## config.mk

```make
export PLATFORM = sky130hd
export DESIGN_NAME = lsd_cell
export DESIGN_NICKNAME = d
export VERILOG_FILES = /design/src/sv/lifo_stack_with_search_delete_macros.svh /design/src/sv/lsd_pkg.sv /design/src/sv/lsd_cell.sv
export SDC_FILE = /design/constraint.sdc
export NUM_CORES = 1
export LEC_CHECK = 0
export BUFFER_PORTS_ARGS = -buffer_cell sky130_fd_sc_hd__buf_2
export CAP_MARGIN = 10
export CORE_MARGIN = 4
export CORE_UTILIZATION = 40
export DETAILED_ROUTE_END_ITERATION = 7
export PLACE_DENSITY = 0.92
export SLEW_MARGIN = 30
export SYNTH_ARGS = -nofsm -noshare
export SYNTH_HDL_FRONTEND = slang
export SYNTH_SLANG_ARGS = --single-unit
```

## constraint.sdc

```tcl
create_clock -name clk -period 5.4 [get_ports clk]
set_clock_uncertainty 0.15 [all_clocks]
set_input_delay 0.27 -clock clk [delete_from_list [all_inputs] [get_ports clk]]
set_output_delay 0.27 -clock clk [all_outputs]
set_load 0.02 [all_outputs]
```

## src/sv/lifo_stack_with_search_delete_macros.svh

```systemverilog
// assertion macros for the lifo stack with search and delete
// used by the top level; no other dependencies
`ifndef LIFO_STACK_WITH_SEARCH_DELETE_MACROS_SVH
`define LIFO_STACK_WITH_SEARCH_DELETE_MACROS_SVH

// condition that must hold at every clock edge out of reset
`define LSD_ASSERT_ALWAYS(label, clk, rst_n, cond) \
	label: assert property (@(posedge clk) disable iff (!rst_n) 1'b1 |-> (cond)) \
		else $error("lsd assertion failed");

// condition that must hold in the cycle after the trigger
`define LSD_ASSERT_NEXT(label, clk, rst_n, trig, cond) \
	label: assert property (@(posedge clk) disable iff (!rst_n) (trig) |=> (cond)) \
		else $error("lsd assertion failed");

`endif

```

## src/sv/lsd_pkg.sv

```systemverilog
// shared types and constants of the lifo stack with search and delete
// no dependencies; used by lsd_cell and the top level
`timescale 1ns / 1ps
`default_nettype none

package lsd_pkg;

	localparam int Depth = 64;
	localparam int DataW = 32;
	localparam int CntW  = $clog2(Depth + 1);
	localparam int IdxW  = (Depth > 1) ? $clog2(Depth) : 1;
	localparam int PosW  = 7;

	// operation codes of an input item
	typedef enum logic [1:0] {
		OP_PUSH   = 2'd0,
		OP_POP    = 2'd1,
		OP_FIND   = 2'd2,
		OP_REMOVE = 2'd3
	} op_t;

	// result status codes
	typedef enum logic [1:0] {
		ST_DONE = 2'd0,
		ST_MISS = 2'd1,
		ST_FULL = 2'd2
	} status_t;

	// per-cycle command broadcast to every cell
	typedef struct packed {
		logic             push;
		logic             pop;
		logic             remove;
		logic [DataW-1:0] key;
	} lsd_ctl_t;

endpackage

`default_nettype wire

```

## src/sv/lsd_cell.sv

```systemverilog
// one cell of the stack row: holds one entry, compares it with the key
// and shifts towards or away from the top; depends on lsd_pkg
`timescale 1ns / 1ps
`default_nettype none

module lsd_cell (
	input  wire                           clk,
	input  lsd_pkg::lsd_ctl_t             ctl,
	input  wire                           valid,
	input  wire                           seen_in,
	input  wire  [lsd_pkg::DataW-1:0]     above_value,
	input  wire  [lsd_pkg::DataW-1:0]     below_value,
	output logic [lsd_pkg::DataW-1:0]     value,
	output logic                          seen_out
);

	logic [lsd_pkg::DataW-1:0] value_q;
	logic                      match;

	// compare against the key, ripple the first-match mark downwards
	assign match    = valid && (value_q == ctl.key);
	assign seen_out = seen_in || match;
	assign value    = value_q;

	// push shifts down, pop shifts up, remove closes the gap below the match
	always_ff @(posedge clk) begin
		if (ctl.push) begin
			value_q <= above_value;
		end else if (ctl.pop) begin
			value_q <= below_value;
		end else if (ctl.remove && seen_out) begin
			value_q <= below_value;
		end
	end

endmodule

`default_nettype wire

```

* Word level (Yosys, flattened, before mapping) *
Cells that the tools add are included.

operators by class
  reduce and logical (&&, ||, !) cells = 4
  eq/ne operators = 1
  mux-type cells = 3

operator list
  kind               count
  $mux 32            3
  $eq 32x32->1       1
  $reduce_bool 3->1  1
  $logic_and 1x1->1  2
  $logic_or 1x1->1   1

word-level totals
  register bits after elaboration = 32
  output and inout port bits = 33

* Depth between registers and ports, before layout *
Gate-level depths: netlist (run 1).

  depth in word-level cells = 7
  depth in mapped cells = 5
  gate-level depth less buffers = 5

* Worst setup path after synthesis (run 1) *
Ideal clock, no wire load.

  path kind = flip-flop to flip-flop
  start point = reg value_q (netlist bit value[4])
  end point = reg value_q (netlist bit value[0]), enable pin
  cell stages (with the launch flop) = 6
  period minus slack after synthesis = 3608 ps
  required time = 4825 ps
  setup slack = 1792 ps
  buffers on the path = 0
  arrival time = 3033 ps
  path through = edfxtp_1 > xor2_1 > nor4_1 > nand3_1 > or4b_1 > o21ai_1

between the ends
  longest elaborated chain between the ends = 5

RTL lines
  what                                RTL line        source
  start, declared                     lsd_cell.sv:17  logic [lsd_pkg::DataW-1:0] value_q;
  start signal, assigned              lsd_cell.sv:28  value_q <= above_value;
  start signal, assigned              lsd_cell.sv:30  value_q <= below_value;
  start signal, assigned              lsd_cell.sv:32  value_q <= below_value;
  $eq 32x32->1                        lsd_cell.sv:21  assign match = valid && (value_q == ctl.key);
  $logic_and 1x1->1                   lsd_cell.sv:21
  $logic_or 1x1->1                    lsd_cell.sv:22  assign seen_out = seen_in || match;
  $logic_and 1x1->1                   lsd_cell.sv:31  end else if (ctl.remove && seen_out) begin
  $reduce_bool 3->1 (no source line)  n/a

No other way between the ends.
A chain may end at the register's enable or synchronous reset.

* Worst setup path after layout (run 1) *
  start point = reg value_q (netlist bit value[4])
  end point = reg value_q (netlist bit value[3]), enable pin

Same word-level chain as after synthesis.

==> summary.md, run 1 <==
| Metric | Value |
|---|---|
| Netlist Area Pre-Place | `1720 um^2` |
| Post-synth top cells | `edfxtp_1, mux2_2, xor2_1` |
| YS warnings | `0` |
| Core area | `4086 um^2` |
| DIE AREA | `5414 um^2` |
| Outcome | `finished, final reports clean` |
| Slowest-stage cell, CP | `or4b_1` |
| Via/cell ratio | `4.701` |
| Asr flop ratio synth | `0` |
| Die X | `73.58 um` |
| Place WS | `2.479 ns` |
| CP max stage delay | `0.57 ns` |
| Dpl cells | `301` |
| CTS root buf | `clkbuf_8` |
| Worst-path cell chain | `xor2_1, nor4_1, nand3_1, or4b_1, o21ai_2, buf_4` |
| Post-synth EDFFs | `32` |
| Top_reg_cell synth | `edfxtp_1` |
| Max reg flops | `32` |
| Area growth syn-to-layout | `46.91%` |
| Ranking of synthesized cells by area | `edfxtp_1, mux2_2, xor2_1` |
| Total negative setup slack | `0 ns` |
| Final hold vios | `0` |
| HP Class | `primary input to flop` |
| Post-synthesis average cell area | `between 10 and 15 um^2` |
| DP Area | `between 2000 and 2500 um^2` |
| DRT iter0 DRCs | `18` |
| Hold Crit Start | `below_value[15]` |
| Period minus WS final | `between 2 and 3 ns` |
| Least-Margin Pin Slew | `approximately 0.73 ns` |
| Setup bufs post-CTS | `0` |
| Tot GR Track Use | `0.1642` |
| GPL Wtd Cong | `0.7386` |
| Slew margin rel. | `0.5133` |
| Largest net degree at the start of global routing | `34` |
| Vias in the first global route | `1482` |
| RSZ-0062 raised after global routing | `no` |
| Post-Syn Instances | `between 100 and 150` |
| Setup ws final | `around 2.5 ns` |
| Post-cts hold buffer count | `0` |
| Number of H-tree levels | `2` |
| First drt pass iteration count | `4` |
| Nets@finish | `360` |
| CTS clk-pin slew, worst paths | `~0.06 ns` |
| Starting Density | `0.4210` |
| Total Wirelength | `4621 um` |
| Crit Path Class | `flop to flop` |
| Initial antenna violation count | `0` |
| Final Hold Slack | `0.1443 ns` |
| CTS tree | `done` |
| Max capacitance violation total | `0` |
| Leading area contributor after synthesis | `edfxtp_1` |
| Wire per inst | `15.00 um` |
| First-pass GRT wire length | `6513 um` |
| Final Util | `0.6185` |
| Total power | `roughly 0.66 mW` |
| Diode count | `0` |
| Number of port buffers | `134` |
| Required time of the worst setup path | `5.19 ns` |
| CTS sink cnt | `32` |
| Grt ovf | `0` |
| Pwr/cell area | `260.9 nW/um^2` |
| Chip height | `between 70 and 80 um` |
| Final std cells w/o fill | `between 300 and 400` |
| Rows | `23` |
| Pleak | `1.178 nW` |
| Final setup viols | `0` |
| Via count | `~1.4k` |
| # fillers | `327` |
| Worst skew pair latency | `between 0.2 and 0.3 ns` |
| CP Capture Type | `flop` |
| Setup crit start | `value[4]` |
| Crit path max fanout | `25` |
| Clock Path Buffers | `2` |
| #FFs+latches synth | `32` |
| Worst vdd ir | `roughly 0.17 mV` |
| Distinct cells, synth | `18` |
| Post-synth top area share | `0.5585` |
| Worst setup SP type | `flop` |
| Routed Antenna Nets | `0` |
| Layout cells sized above 1 | `0.6744` |
| Seq/Total Area, Yosys | `0.5585` |
| Reg2reg start | `value[4]` |
| Post_cts resized | `0` |
| IO Count | `135` |
| # DRC | `0` |
| Critical path arrival | `2.69 ns` |
| Total CTS buffers | `5` |
| Final worst-path cycle share | `0.5363` |
| Final slew viol count | `0` |
| Fmax | `about 350 MHz` |
| Post-Syn Nets | `222` |
| Design area | `around 2500 um^2` |
[area by class of cell]
| type | count | area [um^2] | share of cell area |
|---|---|---|---|
| Multi-Input combinational cell | 80 | 733.2 | 0.2901 |
| Tap cell | 50 | 62.56 | 0.02475 |
| Inverter | 4 | 15.01 | 0.005941 |
| Clock buffer | 6 | 72.57 | 0.02871 |
| Timing Repair Buffer | 135 | 678.2 | 0.2683 |
| Sequential cell | 32 | 960.9 | 0.3802 |
| Clock inverter | 1 | 5.005 | 0.001980 |
[worst paths after layout]
path          endpoint  slack [ns]  depth (start not counted)
max           value[3]        2.50                          6
min reg2reg  value[17]        0.87                          4
max reg2reg   value[3]        2.50                          6
min          value[15]        0.14                          2
[where the power goes]
| part | internal, mW | total (mW) | switching (mW) |
|---|---|---|---|
| combinational | 0.0804 | 0.167 | 0.0871 |
| sequential | 0.308 | 0.327 | 0.0191 |
| clock | 0.0873 | 0.165 | 0.0774 |
| total | 0.476 | 0.659 | 0.184 |
[layout by cell type (no fill, tap or decap), types with 3 or more instances in the layout]
cell	Yosys	layout
xor2_1	23	23
mux2_2	32	32
inv_1	4	4
clkbuf_8	0	5
nand2_1	3	3
xnor2_1	6	6
edfxtp_1	32	32
buf_2	0	134
nor4_1	6	6
[layer usage]
layer  track usage  vias to the layer above  wire length [um]
li1              -                      720                 -
met1        0.1561                      645              1546
met2        0.3100                       79              2522
met3       0.07114                        4               512
met4       0.05433                        0                40
met5             0                        -                 0
[worst max-delay path: cells and delay by family (launching register included)]
kind / cells / cell delay, ns
flip-flops: 1 / 0.41
XOR/XNOR: 1 / 0.16
buffers and inverters: 1 / 0.40
AND/OR/NAND/NOR: 3 / 1.06
AO/OA/AOI/OAI: 1 / 0.38
[kinds of logic (layout without fill, tap and decap cells)]
logic type,count (synthesis),in the layout,synth area share
xor gates and xnor gates,29,29,0.1476
DFF,32,32,0.5585
muxes,32,32,0.2095
buffers and inverters,8,146,0.01745
and+or+nand+nor,14,14,0.04727
AOI/OAI and AO/OA,5,5,0.01963
Note: power is estimated with default switching activity, not from simulation.
==> run 2, diff against run 1 <==
--- a/config.mk
+++ b/config.mk
@@ -8,9 +8,9 @@
 export BUFFER_PORTS_ARGS = -buffer_cell sky130_fd_sc_hd__buf_2
 export CAP_MARGIN = 10
 export CORE_MARGIN = 4
-export CORE_UTILIZATION = 40
+export CORE_UTILIZATION = 36
 export DETAILED_ROUTE_END_ITERATION = 7
-export PLACE_DENSITY = 0.92
+export PLACE_DENSITY = 0.88
 export SLEW_MARGIN = 30
 export SYNTH_ARGS = -nofsm -noshare
 export SYNTH_HDL_FRONTEND = slang
==> constraint.sdc (replaced) <==
create_clock -name clk -period 2.35 [get_ports clk]
set_clock_uncertainty 0.15 [all_clocks]
set_input_delay 0.1175 -clock clk [delete_from_list [all_inputs] [get_ports clk]]
set_output_delay 0.1175 -clock clk [all_outputs]
set_load 0.02 [all_outputs]
==> run 2 against run 1 <==
Compared with the run above:
- sequential power increased by 130%
- first-iteration DRC count rose by 140%
- sequential share of layout area shrank 7.9 points
- sequential cell count unchanged
- register-to-register slack worse by 2.6 ns
- utilization up 9.4 points
- non-clock buffer count is 59 higher
- the run now ends with negative setup slack left
- highest routed layer unchanged
- critical endpoint unchanged
==> summary.md, run 2 (same netlist as run 1, synthesis figures left out) <==
| Metric | Value |
|---|---|
| Outcome | `finished, violations left` |
| Failing checks | `negative setup slack` |
| Clk pwr share | `0.235 (-0.015)` |
| Max reg flops | `32 (unchanged)` |
| # fillers | `300 (-8.3%)` |
| Chip height | `77.13 um (+4.8%)` |
| Wire per inst | `16.44 um (+9.6%)` |
| IO Count | `135 (unchanged)` |
| Crit path max fanout | `14 (-44%)` |
| Grt ovf | `0 (unchanged)` |
| First drt pass iteration count | `4 (unchanged)` |
| Crit Path Class | `flop to flop` |
| CP max stage delay | `0.57 ns (about the same)` |
| Final hold vios | `0 (unchanged)` |
| Sw Ratio | `0.2900 (+0.01162)` |
| Diode count | `0 (unchanged)` |
| Logic pwr share | `0.312 (+0.058)` |
| Number of H-tree levels | `2 (unchanged)` |
| RSZ-0062 raised after global routing | `yes` |
| Initial antenna violation count | `0 (unchanged)` |
| Nets@finish | `419 (+16%)` |
| Worst vdd ir | `0.4743 mV (+190%)` |
| Worst setup SP type | `flop` |
| Number of cells on the worst hold path | `2 (unchanged)` |
| Least-Margin Pin Slew | `0.4072 ns (-0.3228 ns)` |
| DIE AREA | `5949 um^2 (+9.9%)` |
| Slowest-stage cell, CP | `or4b_4` |
| Internal | `1.176 mW (+150%)` |
| R2R depth | `7 (+1)` |
| WHS Endpoint | `value[18]` |
| Final Util | `0.7128 (+0.09431)` |
| Reg2reg end | `value[3]` |
| Core area | `4474 um^2 (+9.5%)` |
| Sequential cell area | `960.9 um^2 (unchanged)` |
| Reg2reg setup slack | `-0.05 ns (-2.55 ns)` |
| Multi-input logic area | `775.7 um^2 (+5.8%)` |
| Flop pwr share | `0.453 (-0.043)` |
| Critical path arrival | `2.25 ns (-0.44 ns)` |
| Final slew viol count | `0 (unchanged)` |
| Worst skew pair latency | `0.28 ns (about the same)` |
| Rows | `24 (+4.3%)` |
| Hpwl dp | `4007 um` |
| Setup ws final | `-0.05023 ns (-2.554 ns)` |
| Commonest cells after routing, fill and taps aside | `buf_2, dlygate4sd3_1, mux2_2, edfxtp_1, xor2_1` |
| Total Wirelength | `6065 um (+31%)` |
| Required time of the worst setup path | `2.20 ns (-2.99 ns)` |
| Largest net degree at the start of global routing | `19 (-44%)` |
| Area growth syn-to-layout | `85.38%` |
| Fmax | `416.6 MHz (+21%)` |
| Via count | `1728 (+19%)` |
| Clock Path Buffers | `2 (unchanged)` |
| Hold Crit Start | `below_value[18]` |
| Slew margin rel. | `0.7285 (+0.2152)` |
| Vias in the first global route | `1974 (+33%)` |
| Period minus WS final | `2.400 ns (-0.4956 ns)` |
| Reg2reg start | `value[26]` |
| GPL Wtd Cong | `0.7960 (+7.8%)` |
| CTS root buf | `clkbuf_8` |
| Total power | `1.657 mW (+150%)` |
| Die X | `77.13 um (+4.8%)` |
| CTS tree | `done` |
| Place WS | `-0.1129 ns (-2.592 ns)` |
| Total CTS buffers | `5 (unchanged)` |
| Routed Antenna Nets | `0 (unchanged)` |
| Number of port buffers | `134 (unchanged)` |
| Worst-path cell chain | `xor2_1, nor4_2, nand2_1, or4b_4, o21ai_4, buf_4, buf_12` |
| CTS sink cnt | `32 (unchanged)` |
| # DRC | `0 (unchanged)` |
| Layout cells sized above 1 | `0.5836 (-0.09082)` |
| Tot GR Track Use | `0.2032 (+0.03899)` |
| Final worst-path cycle share | `1.021 (+0.4851)` |
| Via/cell ratio | `4.683 (-0.39%)` |
| Pleak | `1.448 nW (+23%)` |
| Pwr/cell area | `519.5 nW/um^2 (+99%)` |
| First-pass GRT wire length | `9266 um (+42%)` |
| CTS clk-pin slew, worst paths | `0.06 ns (about the same)` |
| HP Class | `primary input to flop` |
| CP Capture Type | `flop` |
| Switching Power | `0.4805 mW (+160%)` |
| Final setup viols | `32 (+32)` |
| DRT iter0 DRCs | `44 (+26)` |
| Starting Density | `0.3845 (-0.03650)` |
| Commonest non-fill, non-tap cell in the layout | `buf_2` |
| Max capacitance violation total | `0 (unchanged)` |
-- run 2: changes by cell type in the layout (fill, tap and decap cells not counted), moves of 2 or more --
cell	previous run	this run
dlygate4sd3_1	0	53
nor4_1	6	1
nor4_2	0	5
buf_4	1	4
buf_6	0	2
clkinv_1	0	2
-- run 2: area by class of cell --
type,count,area share
timing repair buffer,194,0.4064
sequential,32,0.3013
multi-input combinational,80,0.2432
clock buffer,5,0.02158
tap,52,0.02040
inverter,4,0.004708
clock inverter,2,0.002354
-- run 2: critical path, delay by kind of cell (launching register included) --
family                    cells  cell delay, ns
xor gates and xnor gates      1            0.17
AOI/OAI and AO/OA             1            0.14
buffers and inverters         2            0.28
and+or+nand+nor               3            0.97
DFF                           1            0.40
-- run 2: repair_timing --
| action | in CTS | in global routing |
|---|---|---|
| setup buffers | 2 | 0 |
| hold endpoints to repair | 28 | 1 |
| cloned | 1 | 0 |
| hold buffers | 51 | 2 |
| pin swaps | 3 | 3 |
| gates resized for setup | 4 | 5 |
| endpoints found under the setup margin | 33 | 33 |
-- run 2: how the worst max path moves through the flow --
stage              start        end  slack (ns)  cells after the start
3_3_place_gp    value[8]  value[28]       -0.11                      6
6_report       value[26]   value[3]       -0.05                      7
4_1_cts        value[22]  value[11]       -0.06                      7
3_5_place_dp    value[8]  value[15]       -0.11                      6
2_1_floorplan  value[24]   value[0]       -0.35                      5
5_1_grt        value[26]   value[3]       -0.16                      7
-- run 2: per-layer routing --
layer  global-route usage  wire length, um  vias up
met4               0.1085              252        0
met5                    0                0        -
met1               0.1930             2091      786
met3              0.04450              347       21
li1                     -                -      841
met2               0.3972             3374       80
-- run 2: power by group through the flow --
stage          Sequential, mW  Combinational (mW)  Clock, mW
4_1_cts                 0.750               0.498      0.391
6_report                0.751               0.517      0.389
5_1_grt                 0.759               0.553      0.417
3_5_place_dp            0.762               0.402          0
3_3_place_gp            0.758               0.394          0
2_1_floorplan           0.843               0.131          0
-- run 2: metrics by stage --
| stage | setup TNS (ns) | cell area [um^2] | hold slack [ns] | instances |
|---|---|---|---|---|
| after floorplan | -11.34 | 1735 | 0.1874 | 120 |
| after global placement | -3.366 | 2499 | 0.2700 | 306 |
| after detailed placement | -3.339 | 2499 | 0.2763 | 306 |
| after CTS | -1.835 | 3147 | 0.0002412 | 367 |
| after global routing | -4.980 | 3189 | 0.00006714 | 369 |
| final | -1.411 | 3189 | 0.003113 | 369 |
==> run 3, diff against run 2 <==
--- a/config.mk
+++ b/config.mk
@@ -15,3 +15,4 @@
 export SYNTH_ARGS = -nofsm -noshare
 export SYNTH_HDL_FRONTEND = slang
 export SYNTH_SLANG_ARGS = --single-unit
+export TNS_END_PERCENT = 5
==> run 3 against run 2 <==
Compared with the run above:
- the flow still finishes with violations (negative setup slack)
- utilization is 1.9 points lower
- maximum frequency shrank 5.5%
- non-clock buffer count down 5
- critical path depth grew 1
- final cell count shrank 1.1%
- sequential share of layout area rose by 0.81 points
- wire length is 2.8% lower
- sequential power about the same
- worst hold slack better by 0.0078 ns
- clock power fell by 1%
==> summary.md, run 3 (same netlist as run 1, synthesis figures left out) <==
| Metric | Value |
|---|---|
| Outcome | `finished, violations left` |
| Failing checks | `negative setup slack` |
| GPL Wtd Cong | `0.8038 (+0.98%)` |
| Final setup viols | `33 (+3.1%)` |
| Final Hold Slack | `0.01096 ns (+0.007847 ns)` |
| Final worst-path cycle share | `1.081 (+0.05959)` |
| Pleak | `1.429 nW (-1.3%)` |
| CTS sink cnt | `32 (unchanged)` |
| # DRC | `0 (unchanged)` |
| Place WS | `-0.1546 ns (-0.04166 ns)` |
| Slew margin rel. | `0.6899 (-0.03857)` |
| CP max stage delay | `0.52 ns (-0.05 ns)` |
| Worst vdd ir | `0.3508 mV (-26%)` |
| Final hold vios | `0 (unchanged)` |
| Max reg flops | `32 (unchanged)` |
| Number of cells on the worst hold path | `2 (unchanged)` |
| Core area | `4474 um^2 (unchanged)` |
| Setup ws final | `-0.1903 ns (-0.1400 ns)` |
| IO Count | `135 (unchanged)` |
| CP Capture Type | `flop` |
| Worst skew pair latency | `0.27 ns (about the same)` |
| Fmax | `393.7 MHz (-5.5%)` |
| CTS root buf | `clkbuf_8` |
| Hpwl dp | `4167 um (+4.0%)` |
| Crit Path Class | `flop to flop` |
| Required time of the worst setup path | `2.19 ns (about the same)` |
| Initial antenna violation count | `0 (unchanged)` |
| Slowest-stage cell, CP | `or4b_4` |
| Worst-path cell chain | `xor2_1, nor4_1, buf_4, nand3_1, or4b_4, o21ai_4, buf_4, buf_4` |
| Total Wirelength | `5896 um (-2.8%)` |
| Routed Antenna Nets | `0 (unchanged)` |
| Wire per inst | `16.15 um (-1.7%)` |
| Period minus WS final | `2.540 ns (+0.1400 ns)` |
| Commonest cells after routing, fill and taps aside | `buf_2, dlygate4sd3_1, mux2_2, edfxtp_1, xor2_1` |
| Die X | `77.13 um (unchanged)` |
| Vias in the first global route | `2020 (+2.3%)` |
| R2R depth | `8 (+1)` |
| Nets@finish | `414 (-1.2%)` |
| Largest net degree at the start of global routing | `22 (+3)` |
| Final slew viol count | `0 (unchanged)` |
| Commonest non-fill, non-tap cell in the layout | `buf_2` |
| First-pass GRT wire length | `9342 um (+0.82%)` |
| HP Class | `primary input to flop` |
| CTS clk-pin slew, worst paths | `0.06 ns (about the same)` |
| DIE AREA | `5949 um^2 (unchanged)` |
| Crit path max fanout | `5 (-9)` |
| Layout cells sized above 1 | `0.6006 (+0.01704)` |
| Starting Density | `0.3845 (unchanged)` |
| Clock Path Buffers | `2 (unchanged)` |
| Chip height | `77.13 um (unchanged)` |
| Area growth syn-to-layout | `80.51%` |
| Max capacitance violation total | `0 (unchanged)` |
| Final Util | `0.6941 (-0.01874)` |
| Grt ovf | `0 (unchanged)` |
| Diode count | `0 (unchanged)` |
| Total CTS buffers | `5 (unchanged)` |
| Least-Margin Pin Slew | `0.4651 ns (+0.05785 ns)` |
| Number of port buffers | `134 (unchanged)` |
| DRT iter0 DRCs | `90 (+100%)` |
| Number of H-tree levels | `2 (unchanged)` |
| Rows | `24 (unchanged)` |
| RSZ-0062 raised after global routing | `yes` |
| Tot GR Track Use | `0.2016 (-0.001585)` |
| Crit path top cell by count | `buf_4` |
| Via/cell ratio | `4.734 (+1.1%)` |
| Critical path arrival | `2.38 ns (+0.13 ns)` |
| Worst setup SP type | `flop` |
| Pwr/cell area | `527.3 nW/um^2 (+1.5%)` |
| Via count | `1728 (unchanged)` |
| CTS tree | `done` |
| First drt pass iteration count | `4 (unchanged)` |
## run 3: critical path, delay by kind of cell (launching register included)
family,cells,cell delay [ns]
AOI/OAI and AO/OA,1,0.15
xor gates and xnor gates,1,0.18
buffers and inverters,3,0.45
DFF,1,0.42
and+or+nand+nor,3,0.90
## run 3: worst paths after layout
check | slack (ns) | endpoint | start
setup / recovery | -0.19 | value[16] | value[30]
hold / removal | 0.01 | value[15] | above_value[15]
setup reg to reg | -0.19 | value[16] | value[30]
hold reg to reg | 1.07 | value[21] | value[9]
## run 3: timing repair
action	in CTS	in global routing
endpoints found under the setup margin	33	33
hold buffers	42	0
gates resized for setup	5	0
gates cloned	1	0
pin swaps	2	2
endpoints found under the hold margin	23	0
buffers inserted	5	1
## run 3: layout make-up
class / instances / area (um^2)
clock inverter: 1 / 3.754
multi-input combinational: 80 / 757.0
timing repair buffer: 189 / 1227
tap: 52 / 65.06
inverter: 4 / 15.01
clock buffer: 7 / 76.32
sequential: 32 / 960.9
fill: 338 / 1369
## run 3: where the power goes
group / switching, mW / internal (mW) / total [mW] / leakage [nW]
clock: 0.179 / 0.206 / 0.385 / 0.0399
sequential: 0.0447 / 0.708 / 0.752 / 0.329
combinational: 0.231 / 0.270 / 0.500 / 1.06
total: 0.455 / 1.18 / 1.64 / 1.43
## run 3: stage by stage
step           setup TNS (ns)  power [mW]  instances  area (um^2)
2_1_floorplan          -11.34      0.9741        120         1735
3_3_place_gp           -3.155       1.157        308         2514
3_5_place_dp           -4.689       1.171        308         2514
4_1_cts                -3.650       1.650        364         3098
5_1_grt                -8.866       1.721        365         3105
6_report               -6.055       1.638        365         3105
## run 3: metal layers
layer,vias up,global-route usage,part of all wire,wire (um)
li1,830,-,-,-
met1,812,0.1935,0.32,1898
met2,74,0.3955,0.59,3459
met3,12,0.04801,0.065,382
met4,0,0.09431,0.026,155
met5,-,0,0,0
